[src/rtl/core/mfcl_pkg.sv]
// shared types, codes and reset values for the motor fault confirm latch
package mfcl_pkg;

   // fault codes as reported on fault_code
   typedef enum logic [2:0] {
      FAULT_NONE        = 3'd0,
      FAULT_OVERCURRENT = 3'd1,
      FAULT_OVERTEMP    = 3'd2,
      FAULT_UNDERVOLT   = 3'd3,
      FAULT_STALL       = 3'd4
   } fault_type;

   // operation codes of an input transaction
   localparam logic OP_CHECK = 1'b0;
   localparam logic OP_CLEAR = 1'b1;

   // configuration register indexes
   localparam int CSR_INDEX_W = 3;
   localparam int CSR_DATA_W  = 32;
   localparam logic [CSR_INDEX_W-1:0] REG_CURRENT_LIMIT = 3'd0;
   localparam logic [CSR_INDEX_W-1:0] REG_TEMP_LIMIT    = 3'd1;
   localparam logic [CSR_INDEX_W-1:0] REG_BUS_MIN       = 3'd2;
   localparam logic [CSR_INDEX_W-1:0] REG_OC_HOLD       = 3'd3;
   localparam logic [CSR_INDEX_W-1:0] REG_OT_HOLD       = 3'd4;
   localparam logic [CSR_INDEX_W-1:0] REG_STALL_HOLD    = 3'd5;
   localparam logic [CSR_INDEX_W-1:0] REG_RECOVER_WAIT  = 3'd6;
   localparam logic [CSR_INDEX_W-1:0] REG_RETRY_LIMIT   = 3'd7;

   // stall speed window, |rpm| below this
   localparam logic signed [15:0] STALL_RPM = 16'sd30;
   localparam logic [7:0] RETRY_MAX = 8'd255;

   typedef struct packed {
      logic [14:0]        current_limit_ma;
      logic signed [15:0] temp_limit_tenths;
      logic [15:0]        bus_min_mv;
      logic [31:0]        overcurrent_hold_ms;
      logic [31:0]        overtemp_hold_ms;
      logic [31:0]        stall_hold_ms;
      logic [31:0]        recover_wait_ms;
      logic [7:0]         retry_limit;
   } cfg_type;

   localparam cfg_type CFG_RESET = '{
      current_limit_ma:    15'd8000,
      temp_limit_tenths:   16'sd800,
      bus_min_mv:          16'd10000,
      overcurrent_hold_ms: 32'd100,
      overtemp_hold_ms:    32'd1000,
      stall_hold_ms:       32'd2000,
      recover_wait_ms:     32'd5000,
      retry_limit:         8'd3
   };

   typedef struct packed {
      logic               operation;
      logic [31:0]        now_ms;
      logic signed [15:0] duty;
      logic signed [15:0] speed_rpm;
      logic signed [15:0] motor_current;
      logic [15:0]        bus_mv;
      logic signed [15:0] temp_tenths;
      logic               running;
   } item_type;

   // candidate from one sample and the hold time it must persist
   typedef struct packed {
      fault_type   cand;
      logic [31:0] hold;
   } det_type;

   typedef struct packed {
      fault_type   fault_code;
      logic        emergency_stop;
      logic        recover_allowed;
      logic [31:0] latch_count;
      logic [7:0]  retry_total;
   } result_type;

endpackage

[src/rtl/core/mfcl_if.sv]
// valid/ready channel interfaces for sample and result transactions
interface mfcl_req_if;
   logic               valid;
   logic               ready;
   logic               operation;
   logic [31:0]        now_ms;
   logic signed [15:0] duty;
   logic signed [15:0] speed_rpm;
   logic signed [15:0] motor_current;
   logic [15:0]        bus_mv;
   logic signed [15:0] temp_tenths;
   logic               running;

   modport source (output valid, output operation, output now_ms, output duty,
                   output speed_rpm, output motor_current, output bus_mv,
                   output temp_tenths, output running, input ready);
   modport sink (input valid, input operation, input now_ms, input duty,
                 input speed_rpm, input motor_current, input bus_mv,
                 input temp_tenths, input running, output ready);
endinterface

interface mfcl_rsp_if;
   logic        valid;
   logic        ready;
   logic [2:0]  fault_code;
   logic        emergency_stop;
   logic        recover_allowed;
   logic [31:0] latch_count;
   logic [7:0]  retry_total;

   modport source (output valid, output fault_code, output emergency_stop,
                   output recover_allowed, output latch_count, output retry_total,
                   input ready);
   modport sink (input valid, input fault_code, input emergency_stop,
                 input recover_allowed, input latch_count, input retry_total,
                 output ready);
endinterface

[src/rtl/core/mfcl_detect.sv]
// fault candidate classification of one motor sample
module mfcl_detect
   import mfcl_pkg::*;
(
   input  item_type item,
   input  cfg_type  cfg,
   output det_type  det
);

   logic over_current;
   logic over_temp;
   logic under_volt;
   logic stalled;

   assign over_current = item.motor_current > $signed({1'b0, cfg.current_limit_ma});
   assign over_temp    = item.temp_tenths > cfg.temp_limit_tenths;
   assign under_volt   = item.running && (item.bus_mv < cfg.bus_min_mv);
   // |rpm| < 30 written as a signed window, no negation needed
   assign stalled      = item.running && (item.duty > 16'sd0) &&
                         (item.speed_rpm < STALL_RPM) && (item.speed_rpm > -STALL_RPM);

   // earlier tests win, stall on top
   always_comb begin
      det.cand = FAULT_NONE;
      det.hold = '0;
      if (stalled) begin
         det.cand = FAULT_STALL;
         det.hold = cfg.stall_hold_ms;
      end else if (under_volt) begin
         det.cand = FAULT_UNDERVOLT;
         det.hold = '0;
      end else if (over_temp) begin
         det.cand = FAULT_OVERTEMP;
         det.hold = cfg.overtemp_hold_ms;
      end else if (over_current) begin
         det.cand = FAULT_OVERCURRENT;
         det.hold = cfg.overcurrent_hold_ms;
      end
   end

endmodule

[src/rtl/core/mfcl_latch.sv]
// confirmation timer, fault latch, counters and result formation
module mfcl_latch
   import mfcl_pkg::*;
(
   input  logic        clock,
   input  logic        reset,
   input  logic        fire,
   input  item_type    item,
   input  det_type     det,
   input  cfg_type     cfg,
   output result_type  result
);

   fault_type   latched_fault_ff, latched_fault_in;
   logic [31:0] latch_time_ff, latch_time_in;
   logic [7:0]  retries_ff, retries_in;
   logic [31:0] faults_seen_ff, faults_seen_in;
   fault_type   pending_fault_ff, pending_fault_in;
   logic [31:0] pending_since_ff, pending_since_in;

   logic        pend_match;
   logic [31:0] pend_elapsed;
   logic        confirmed;
   logic        do_latch;
   logic [31:0] cool_elapsed;

   assign pend_match   = (pending_fault_ff == det.cand);
   assign pend_elapsed = item.now_ms - pending_since_ff;
   // a changed candidate restarts at zero, so only a zero hold latches then
   assign confirmed    = (det.hold == 32'd0) || (pend_match && (pend_elapsed >= det.hold));

   always_comb begin
      latched_fault_in = latched_fault_ff;
      latch_time_in    = latch_time_ff;
      retries_in       = retries_ff;
      faults_seen_in   = faults_seen_ff;
      pending_fault_in = pending_fault_ff;
      pending_since_in = pending_since_ff;
      do_latch         = 1'b0;
      if (item.operation == OP_CLEAR) begin
         latched_fault_in = FAULT_NONE;
         latch_time_in    = '0;
         if (retries_ff != RETRY_MAX) begin
            retries_in = retries_ff + 8'd1;
         end
      end else if (latched_fault_ff == FAULT_NONE) begin
         if (det.cand == FAULT_NONE) begin
            pending_fault_in = FAULT_NONE;
         end else if (confirmed) begin
            do_latch         = 1'b1;
            latched_fault_in = det.cand;
            latch_time_in    = item.now_ms;
            pending_fault_in = FAULT_NONE;
            faults_seen_in   = faults_seen_ff + 32'd1;
         end else if (!pend_match) begin
            pending_fault_in = det.cand;
            pending_since_in = item.now_ms;
         end
      end
   end

   assign cool_elapsed = item.now_ms - latch_time_in;

   always_comb begin
      result.fault_code      = latched_fault_in;
      result.emergency_stop  = do_latch;
      result.recover_allowed = (latched_fault_in != FAULT_NONE) &&
                               (cool_elapsed >= cfg.recover_wait_ms) &&
                               (retries_in < cfg.retry_limit);
      result.latch_count     = faults_seen_in;
      result.retry_total     = retries_in;
   end

   always_ff @(posedge clock) begin
      if (reset) begin
         latched_fault_ff <= FAULT_NONE;
         latch_time_ff    <= '0;
         retries_ff       <= '0;
         faults_seen_ff   <= '0;
         pending_fault_ff <= FAULT_NONE;
         pending_since_ff <= '0;
      end else if (fire) begin
         latched_fault_ff <= latched_fault_in;
         latch_time_ff    <= latch_time_in;
         retries_ff       <= retries_in;
         faults_seen_ff   <= faults_seen_in;
         pending_fault_ff <= pending_fault_in;
         pending_since_ff <= pending_since_in;
      end
   end

endmodule

[src/rtl/core/motor_fault_confirm_latch_core.sv]
// top level of the motor fault confirm latch: registers, handshakes, checks
//
//   channel   dir  handshake          payload
//   req_ch    in   valid/ready        operation, now_ms, duty, speed_rpm,
//                                     motor_current, bus_mv, temp_tenths, running
//   rsp_ch    out  valid/ready        fault_code, emergency_stop,
//                                     recover_allowed, latch_count, retry_total
//   csr_*     in   csr_we only        csr_index, csr_wdata
//
// one transaction per cycle sustained unless rsp stalls; a request reaches rsp
// via the input and result registers; the fault state loop sets the rate
// sync active-high reset clears valid and fault state, loads register defaults
// a stalled rsp holds its result; the input register still fills behind it
module motor_fault_confirm_latch_core
   import mfcl_pkg::*;
(
   input  logic                   clock,
   input  logic                   reset,
   mfcl_req_if.sink               req_ch,
   mfcl_rsp_if.source             rsp_ch,
   input  logic                   csr_we,
   input  logic [CSR_INDEX_W-1:0] csr_index,
   input  logic [CSR_DATA_W-1:0]  csr_wdata
);

   // configuration registers
   cfg_type    cfg_ff, cfg_in;

   // input register stage
   logic       s1_valid_ff, s1_valid_in;
   item_type   s1_item_ff, s1_item_in;

   // result register stage
   logic       rsp_valid_ff, rsp_valid_in;
   result_type rsp_data_ff, rsp_data_in;

   logic       req_fire;
   logic       advance;
   logic       stage_fire;
   det_type    det;
   result_type result;

   // ---------------------------------------------------------------------
   // configuration writes, each field truncated to its register width
   // ---------------------------------------------------------------------
   always_comb begin
      cfg_in = cfg_ff;
      if (csr_we) begin
         case (csr_index)
            REG_CURRENT_LIMIT: cfg_in.current_limit_ma    = csr_wdata[14:0];
            REG_TEMP_LIMIT:    cfg_in.temp_limit_tenths   = $signed(csr_wdata[15:0]);
            REG_BUS_MIN:       cfg_in.bus_min_mv          = csr_wdata[15:0];
            REG_OC_HOLD:       cfg_in.overcurrent_hold_ms = csr_wdata;
            REG_OT_HOLD:       cfg_in.overtemp_hold_ms    = csr_wdata;
            REG_STALL_HOLD:    cfg_in.stall_hold_ms       = csr_wdata;
            REG_RECOVER_WAIT:  cfg_in.recover_wait_ms     = csr_wdata;
            REG_RETRY_LIMIT:   cfg_in.retry_limit         = csr_wdata[7:0];
            default:           cfg_in = cfg_ff;
         endcase
      end
   end

   // ---------------------------------------------------------------------
   // handshake: the result register frees when empty or taken this cycle,
   // and the input register moves into it whenever it frees
   // ---------------------------------------------------------------------
   assign advance    = !rsp_valid_ff || rsp_ch.ready;
   assign stage_fire = s1_valid_ff && advance;
   assign req_ch.ready = !s1_valid_ff || advance;
   assign req_fire   = req_ch.valid && req_ch.ready;

   always_comb begin
      s1_item_in.operation     = req_ch.operation;
      s1_item_in.now_ms        = req_ch.now_ms;
      s1_item_in.duty          = req_ch.duty;
      s1_item_in.speed_rpm     = req_ch.speed_rpm;
      s1_item_in.motor_current = req_ch.motor_current;
      s1_item_in.bus_mv        = req_ch.bus_mv;
      s1_item_in.temp_tenths   = req_ch.temp_tenths;
      s1_item_in.running       = req_ch.running;
   end

   assign s1_valid_in  = req_fire || (s1_valid_ff && !advance);
   assign rsp_valid_in = stage_fire || (rsp_valid_ff && !rsp_ch.ready);
   assign rsp_data_in  = result;

   // ---------------------------------------------------------------------
   // sample classification and fault state update
   // ---------------------------------------------------------------------
   mfcl_detect u_detect (
      .item (s1_item_ff),
      .cfg  (cfg_ff),
      .det  (det)
   );

   mfcl_latch u_latch (
      .clock  (clock),
      .reset  (reset),
      .fire   (stage_fire),
      .item   (s1_item_ff),
      .det    (det),
      .cfg    (cfg_ff),
      .result (result)
   );

   // ---------------------------------------------------------------------
   // registers
   // ---------------------------------------------------------------------
   always_ff @(posedge clock) begin
      if (reset) begin
         cfg_ff       <= CFG_RESET;
         s1_valid_ff  <= 1'b0;
         rsp_valid_ff <= 1'b0;
      end else begin
         cfg_ff       <= cfg_in;
         s1_valid_ff  <= s1_valid_in;
         rsp_valid_ff <= rsp_valid_in;
      end
   end

   // payload registers, no reset needed
   always_ff @(posedge clock) begin
      if (req_fire) begin
         s1_item_ff <= s1_item_in;
      end
      if (stage_fire) begin
         rsp_data_ff <= rsp_data_in;
      end
   end

   // result outputs
   assign rsp_ch.valid           = rsp_valid_ff;
   assign rsp_ch.fault_code      = rsp_data_ff.fault_code;
   assign rsp_ch.emergency_stop  = rsp_data_ff.emergency_stop;
   assign rsp_ch.recover_allowed = rsp_data_ff.recover_allowed;
   assign rsp_ch.latch_count     = rsp_data_ff.latch_count;
   assign rsp_ch.retry_total     = rsp_data_ff.retry_total;

   // ---------------------------------------------------------------------
   // assertions
   // ---------------------------------------------------------------------

   // a clear transaction always reports no fault, no stop and no recovery
   a_clear_result: assert property (@(posedge clock) disable iff (reset)
      stage_fire && (s1_item_ff.operation == OP_CLEAR) |=>
         (rsp_data_ff.fault_code == FAULT_NONE) && !rsp_data_ff.emergency_stop &&
         !rsp_data_ff.recover_allowed)
      else $error("clear transaction reported a fault");

   // a latch event shows a fault and bumps the fault total by one
   a_estop_counts: assert property (@(posedge clock) disable iff (reset)
      stage_fire && result.emergency_stop |->
         (result.fault_code != FAULT_NONE) &&
         (result.latch_count == u_latch.faults_seen_ff + 32'd1))
      else $error("emergency stop without a latched fault");

   // recovery is only offered while a fault is latched
   a_recover_needs_fault: assert property (@(posedge clock) disable iff (reset)
      rsp_valid_ff && rsp_data_ff.recover_allowed |->
         rsp_data_ff.fault_code != FAULT_NONE)
      else $error("recovery allowed with no fault latched");

   // a held input transaction is neither lost nor overwritten
   a_s1_held: assert property (@(posedge clock) disable iff (reset)
      s1_valid_ff && !advance |=> s1_valid_ff && $stable(s1_item_ff))
      else $error("input register lost a pending transaction");

endmodule

[src/flat_wrapper.sv]
// flat-port wrapper written by rule: the top's interface ports become plain ports
module motor_fault_confirm_latch_core_flat import mfcl_pkg::*;
  (clock, reset, csr_we, csr_index, csr_wdata, req_ch_valid, req_ch_operation, req_ch_now_ms, req_ch_duty, req_ch_speed_rpm, req_ch_motor_current, req_ch_bus_mv, req_ch_temp_tenths, req_ch_running, req_ch_ready, rsp_ch_valid, rsp_ch_fault_code, rsp_ch_emergency_stop, rsp_ch_recover_allowed, rsp_ch_latch_count, rsp_ch_retry_total, rsp_ch_ready);
  mfcl_req_if req_ch_i ();
  mfcl_rsp_if rsp_ch_i ();
  input  logic clock;
  input  logic reset;
  input  logic csr_we;
  input  logic [CSR_INDEX_W-1:0] csr_index;
  input  logic [CSR_DATA_W-1:0] csr_wdata;
  input wire logic [$bits(req_ch_i.valid)-1:0] req_ch_valid;
  input wire logic [$bits(req_ch_i.operation)-1:0] req_ch_operation;
  input wire logic [$bits(req_ch_i.now_ms)-1:0] req_ch_now_ms;
  input wire logic [$bits(req_ch_i.duty)-1:0] req_ch_duty;
  input wire logic [$bits(req_ch_i.speed_rpm)-1:0] req_ch_speed_rpm;
  input wire logic [$bits(req_ch_i.motor_current)-1:0] req_ch_motor_current;
  input wire logic [$bits(req_ch_i.bus_mv)-1:0] req_ch_bus_mv;
  input wire logic [$bits(req_ch_i.temp_tenths)-1:0] req_ch_temp_tenths;
  input wire logic [$bits(req_ch_i.running)-1:0] req_ch_running;
  output wire logic [$bits(req_ch_i.ready)-1:0] req_ch_ready;
  output wire logic [$bits(rsp_ch_i.valid)-1:0] rsp_ch_valid;
  output wire logic [$bits(rsp_ch_i.fault_code)-1:0] rsp_ch_fault_code;
  output wire logic [$bits(rsp_ch_i.emergency_stop)-1:0] rsp_ch_emergency_stop;
  output wire logic [$bits(rsp_ch_i.recover_allowed)-1:0] rsp_ch_recover_allowed;
  output wire logic [$bits(rsp_ch_i.latch_count)-1:0] rsp_ch_latch_count;
  output wire logic [$bits(rsp_ch_i.retry_total)-1:0] rsp_ch_retry_total;
  input wire logic [$bits(rsp_ch_i.ready)-1:0] rsp_ch_ready;
  assign req_ch_i.valid = req_ch_valid;
  assign req_ch_i.operation = req_ch_operation;
  assign req_ch_i.now_ms = req_ch_now_ms;
  assign req_ch_i.duty = req_ch_duty;
  assign req_ch_i.speed_rpm = req_ch_speed_rpm;
  assign req_ch_i.motor_current = req_ch_motor_current;
  assign req_ch_i.bus_mv = req_ch_bus_mv;
  assign req_ch_i.temp_tenths = req_ch_temp_tenths;
  assign req_ch_i.running = req_ch_running;
  assign req_ch_ready = req_ch_i.ready;
  assign rsp_ch_valid = rsp_ch_i.valid;
  assign rsp_ch_fault_code = rsp_ch_i.fault_code;
  assign rsp_ch_emergency_stop = rsp_ch_i.emergency_stop;
  assign rsp_ch_recover_allowed = rsp_ch_i.recover_allowed;
  assign rsp_ch_latch_count = rsp_ch_i.latch_count;
  assign rsp_ch_retry_total = rsp_ch_i.retry_total;
  assign rsp_ch_i.ready = rsp_ch_ready;
  motor_fault_confirm_latch_core u_core (.clock(clock), .reset(reset), .req_ch(req_ch_i), .rsp_ch(rsp_ch_i), .csr_we(csr_we), .csr_index(csr_index), .csr_wdata(csr_wdata));
endmodule
[config.mk]
export PLATFORM = sky130hd
export DESIGN_NAME = motor_fault_confirm_latch_core_flat
export DESIGN_NICKNAME = d
export VERILOG_FILES = /design/src/rtl/core/mfcl_pkg.sv /design/src/rtl/core/mfcl_if.sv /design/src/rtl/core/mfcl_detect.sv /design/src/rtl/core/mfcl_latch.sv /design/src/rtl/core/motor_fault_confirm_latch_core.sv /design/src/flat_wrapper.sv
export SDC_FILE = /design/constraint.sdc
export NUM_CORES = 1
export LEC_CHECK = 0
export BUFFER_PORTS_ARGS = -buffer_cell sky130_fd_sc_hd__buf_4
export CAP_MARGIN = 20
export CORE_MARGIN = 4
export CORE_UTILIZATION = 45
export CTS_CLUSTER_SIZE = 14
export DETAILED_ROUTE_END_ITERATION = 12
export GPL_TIMING_DRIVEN = 0
export HOLD_SLACK_MARGIN = 0.05
export SLEW_MARGIN = 0
export SYNTH_ARGS = -nofsm -noshare
export SYNTH_HDL_FRONTEND = slang
export SYNTH_SLANG_ARGS = --single-unit
[constraint.sdc]
create_clock -name clock -period 12.3 [get_ports clock]
set_clock_uncertainty 0.2 [all_clocks]
set_input_delay 1.845 -clock clock [delete_from_list [all_inputs] [get_ports clock]]
set_output_delay 1.845 -clock clock [all_outputs]
set_load 0.05 [all_outputs]
### Yosys cells after proc, flatten, opt, wreduce, memory -nomap -nowiden

Cells that the tools add are included.

* bits in registers: 454
* input port bits: 154
* output and inout bits: 47
* logic and storage cells: 115

* add/subtract/negate cells: 4
* order comparisons: 9
* eq/ne operators: 10
* multiplexer cells: 22
* bitwise logic cells: 5
* reduce and logical (&&, ||, !) cells: 36

Operators with widths (number)
* $mux 32: 8
* $mux 34: 2
* $ge 32x32->1: 2
* $sub 32x32->32: 2
* $mux 35: 1
* $mux 33: 1
* $add 32x1->32 const B: 1
* $gt 16x16->1: 2
* $logic_not 32->1: 1
* $mux 3: 7
* $gt 16x1->1 const B: 1
* $gt 16x6->1 const B: 1
* $lt 16x16->1: 1
* $lt 16x6->1 const B: 1
* $mux 8: 2
* $reduce_and 2->1: 8
* $eq 3x3->1 const B: 4
* $logic_and 1x1->1: 11
* $logic_not 3->1: 3
* $add 8x1->8 const B: 1
* $lt 8x8->1: 1
* $ne 8x8->1 const B: 1
* $eq 3x2->1 const B: 2
* $reduce_and 6->1: 1
* 10 further kinds: 21

### Longest topological paths before layout

* depth in word-level cells: 16
* mapped depth: 51
* depth with buffers taken out: 48

### Hierarchy

A second synthesis with hierarchy kept.

* cells, all modules: 2518
* area total of the unflattened synthesis: 24828.8 um^2

Modules (own cells, without submodules)
* motor_fault_confirm_latch_core: times used 1, cells each 823, area an instance 12002.8 um^2, seq. area each 8478.1 um^2
* mfcl_latch: times used 1, cells each 1344, area an instance 10445.0 um^2, seq. area each 2202.1 um^2
* mfcl_detect: times used 1, cells each 351, area an instance 2381.0 um^2, seq. area each 0.0 um^2

### Worst setup path before layout

OpenSTA, ideal clock, no wires.

* path kind: register -> register
* start: register u_core.s1_item_ff[14] (netlist name)
* end: register u_core.rsp_data_ff, in the netlist u_core.rsp_ch.recover_allowed, data pin
* setup time: 265 ps
* arrival: 8491 ps
* required time: 11835 ps
* setup slack: 3345 ps
* stages on the path, launching flop included: 47
* buffers on the path: 4
* clock period less this slack: 8955 ps
* cells stage by stage: edfxtp_1 -> ha_1 -> a21o_1 -> a2111oi_2 -> o21ai_1 -> a211o_1 -> a2111oi_4 -> clkbuf_1 -> a22o_1 -> a22oi_1 -> ha_1 -> a21o_1 -> a21oi_1 -> o21a_1 -> o211ai_1 -> o41ai_1 -> a21oi_1 -> o211ai_1 -> (+11 left out) -> a21oi_1 -> a21oi_1 -> a21oi_1 -> a2111oi_0 -> o21ai_0 -> a21o_1 -> a21o_1 -> xor2_1 -> ha_1 -> a21o_1 -> a21oi_1 -> nor2b_1 -> o21ai_0 -> nand2b_1 -> a21oi_1 -> nor2b_1 -> a211oi_1 -> a211oi_1

RTL lines
* from (decl): RTL line motor_fault_confirm_latch_core.sv:31 `item_type s1_item_ff, s1_item_in;`
* from (signal assigned): RTL line motor_fault_confirm_latch_core.sv:124 `s1_item_ff <= s1_item_in;`
* to (signal assigned): RTL line motor_fault_confirm_latch_core.sv:127 `rsp_data_ff <= rsp_data_in;`
* to (decl): RTL line motor_fault_confirm_latch_core.sv:35 `result_type rsp_data_ff, rsp_data_in;`

==> results.cfg <==
[detailed_routing]
detail_route.wirelength_um = 75020
detail_route.wl_per_cell_um = 20.72
route.layer.met1.wl_um = 33500
detail_route.drc_violations = 0
detailroute.via_count = 20620
first_iter_violations = 1680
met2_length_um = 35260
firstDrtPassIters = 6
vias_per_cell = 5.696
highest-signal-layer = met4
met3_length_um = 4304
final_antenna_net_count = 0

[layout]
syn2layout_area_growth_pct = 16.74
drive_gt1_share_pct = 11.64
nNetsFinal = 3226
num-fill-cells = 4949
share_of_the_core_filled_with_cells_in_the_final_layout_pct = 53.23

[synth]
synth_cell_types = 74
yosysTopAreaCellShare_pct = 24.55
netlist.top_cell.by_area = sky130_fd_sc_hd__dfxtp_1
synth_flop_cell = sky130_fd_sc_hd__dfxtp_1
synth-seq-cells = 454
synth_edf_count = 159
biggest_area_contributors_in_the_synthesized_netlist = sky130_fd_sc_hd__dfxtp_1 25%, sky130_fd_sc_hd__edfxtp_1 20%, sky130_fd_sc_hd__ha_1 9.5%
async_reset_ff_share_pct = 0
synthCells = 2641
netlist_area_um2 = 24060
synthesis.yosys.warnings = 0
post_synth.cell_area_avg_um2 = 9.109
dominant_cell_by_count_in_the_synthesized_netlist = sky130_fd_sc_hd__nand2_1
synthesis.nets = 2979
synth_common_cells = 406 x sky130_fd_sc_hd__nand2_1, 295 x sky130_fd_sc_hd__dfxtp_1, 258 x sky130_fd_sc_hd__a21oi_1
seq_area_frac_synth_pct = 44.40

[cts]
root_buffer = sky130_fd_sc_hd__clkbuf_16
path_clk_slew_ps = 60
clock_sinks = 454
cts_buffer_depth = 3
clk_latency_ps = 610
cts_max_level = 2
cts_tree = yes
cts_bufs_inserted = 50
cts_hold_buffers = 0

[critical_path]
worst_ep_required_ps = 12440
setup.reg_to_reg.worst_slack_ps = 630
worstSetupStartpointType = flip-flop
slowest_stage = sky130_fd_sc_hd__clkbuf_1
crit-reg2reg-launch = u_core.cfg_ff[165]
crit_path_max_incr_delay_ps = 660
maximum_fanout_along_the_worst_path = 10
crit_type = flip-flop to flip-flop
reg2reg_to = u_core.rsp_ch.recover_allowed
critPathCaptureType = flip-flop
depth_of_the_most_critical_reg_to_reg_path = 47
critPathArrivalTime_ps = 11810

[timing]
timing.final.max_slew_violations = 0
final_hold_viol_count = 0
fin_crit_sh_pct = 94.86
relSlewSlack_pct = 21.53
final-setup-viol-count = 0
tightestPinTransition_ps = 1172
hold-worst-slack_ps = 253.7
fin_setup_tns_ps = 0
fin_crit_ps = 11670
fmaxAchievable_mhz = 85.70
rsz_0062_raised_after_global_routing = no

[global_route]
globalRoute.totalOverflow = 0
grt_first_pass_wirelength_um = 115000
grt_start_max_net_pins = 77
antenna_violations_before_repair = 2
groute.usage.overall_pct = 25.59
via_count_of_the_first_global_routing_pass = 19950

[job]
max-cap-violations = 0

[floorplanning]
die_w_um = 239.2
die_area_um2 = 57220
start_util_pct = 45.60
core_region_area_um2 = 52760
fp-row-count = 84
pin_count = 201
height_of_the_die_um = 239.2

[hold_path]
hold_class = flip-flop to flip-flop
holdCritStartpoint = u_core.cfg_ff[25]
min_path_cells = 2
worstHoldEndpoint = u_core.cfg_ff[25]

[pwr]
vdd_ir_drop_max_mv = 0.1145
design_power_total_w = 0.003841
cellPowerDensity_nw_per_um2 = 136.8
power.leakage_nw = 10.48

[outcome]
run_status = finished, final reports clean

[place]
place.detailed.hpwl_um = 56990
gp_routability_congestion = 0.9060
port-buffer-count = 189
==> power breakdown <==
| part | switching (W) | internal [W] |
|---|---|---|
| clock network | 0.000634 | 0.000862 |
| logic | 0.000444 | 0.000259 |
| registers | 0.0000334 | 0.00161 |
==> final cells by class <==
type | count | area (um^2) | area share, %
Clock buffer | 74 | 1411 | 5.026
Buffer | 147 | 616.8 | 2.196
Sequential cell | 454 | 10680 | 38.03
Clock inverter | 19 | 209.0 | 0.7440
Timing Repair Buffer | 195 | 1496 | 5.329
Multi-Input combinational cell | 1877 | 12190 | 43.40
Inverter | 163 | 611.8 | 2.179
Antenna cell | 3 | 7.507 | 0.02673
Tap cell | 688 | 860.8 | 3.065
==> per-stage QoR <==
step	setup slack, ps	cells	instance area (um^2)
6_report	632.0	3620	28080
5_1_grt	57.84	3617	28080
4_1_cts	217.1	3613	28010
3_5_place_dp	346.9	3520	26390
3_3_place_gp	424.0	3518	26340
2_1_floorplan	3345	2641	24060
==> worst max-delay path: cells and delay by family (launching register included) <==
family          cells  cell delay [ps]
compound gates     29             7080
xor+xnor            1              260
fa+ha+maj           4             1190
buf+inv             5             1140
flops               1              340
simple gates        8             1120
==> how the worst max path moves through the flow <==
stage / startpoint / endpoint / cells past startpoint
floorplan: u_core.s1_item_ff[14] / u_core.rsp_ch.recover_allowed / 46
global placement: u_core.s1_item_ff[81] / u_core.rsp_ch.recover_allowed / 47
detailed placement: u_core.s1_item_ff[81] / u_core.rsp_ch.recover_allowed / 47
CTS: u_core.s1_item_ff[81] / u_core.rsp_ch.recover_allowed / 47
global route: u_core.cfg_ff[165] / u_core.rsp_ch.recover_allowed / 48
finish: u_core.cfg_ff[165] / u_core.rsp_ch.recover_allowed / 47
==> logic make-up after synthesis <==
logic type      share of synthesized area (%)
mux                                     2.080
compound gates                          17.79
simple gates                            17.44
buf+inv                                 5.092
xor+xnor                                3.568
flops                                   44.40
fa+ha+maj                               9.632
==> state kept, by name, indices dropped and copies added (netlist names), 8 cells and up <==
| name | cells |
|---|---|
| u_core.u_latch.retries_ff | 8 |
| u_core.rsp_ch.retry_total | 8 |
| u_core.u_latch.latch_time_ff | 32 |
| u_core.u_latch.pending_since_ff | 32 |
| u_core.cfg_ff | 183 |
| u_core.s1_item_ff | 114 |
| u_core.u_latch.faults_seen_ff | 32 |
| u_core.rsp_ch.latch_count | 32 |
==> timing repair <==
action / in CTS / in global routing
buffers inserted: 0 / 3
resized for setup: 0 / 12
setup endpoints to repair: 0 / 1
==> layout by cell type, fill, tap and decap left out, types with 39 or more instances in the layout <==
cell / instances
sky130_fd_sc_hd__clkbuf_16: 50
sky130_fd_sc_hd__nor2_1: 142
sky130_fd_sc_hd__nand4_1: 39
sky130_fd_sc_hd__clkbuf_1: 128
sky130_fd_sc_hd__a21oi_1: 255
sky130_fd_sc_hd__buf_4: 193
sky130_fd_sc_hd__nand2_1: 406
sky130_fd_sc_hd__nor3_1: 44
sky130_fd_sc_hd__inv_1: 163
sky130_fd_sc_hd__dfxtp_1: 295
sky130_fd_sc_hd__o21ai_0: 71
sky130_fd_sc_hd__xnor2_1: 68
sky130_fd_sc_hd__ha_1: 182
sky130_fd_sc_hd__edfxtp_1: 159
sky130_fd_sc_hd__nand3_1: 86
sky130_fd_sc_hd__a21o_1: 73
sky130_fd_sc_hd__a22o_1: 53
==> per-layer routing <==
layer | vias to the layer above | global-route usage (%)
met5 | - | 0
met4 | 0 | 7.353
met3 | 117 | 3.512
met2 | 640 | 42.92
met1 | 9911 | 34.78
li1 | 9953 | -
Note: power is estimated with default switching activity, not from simulation.
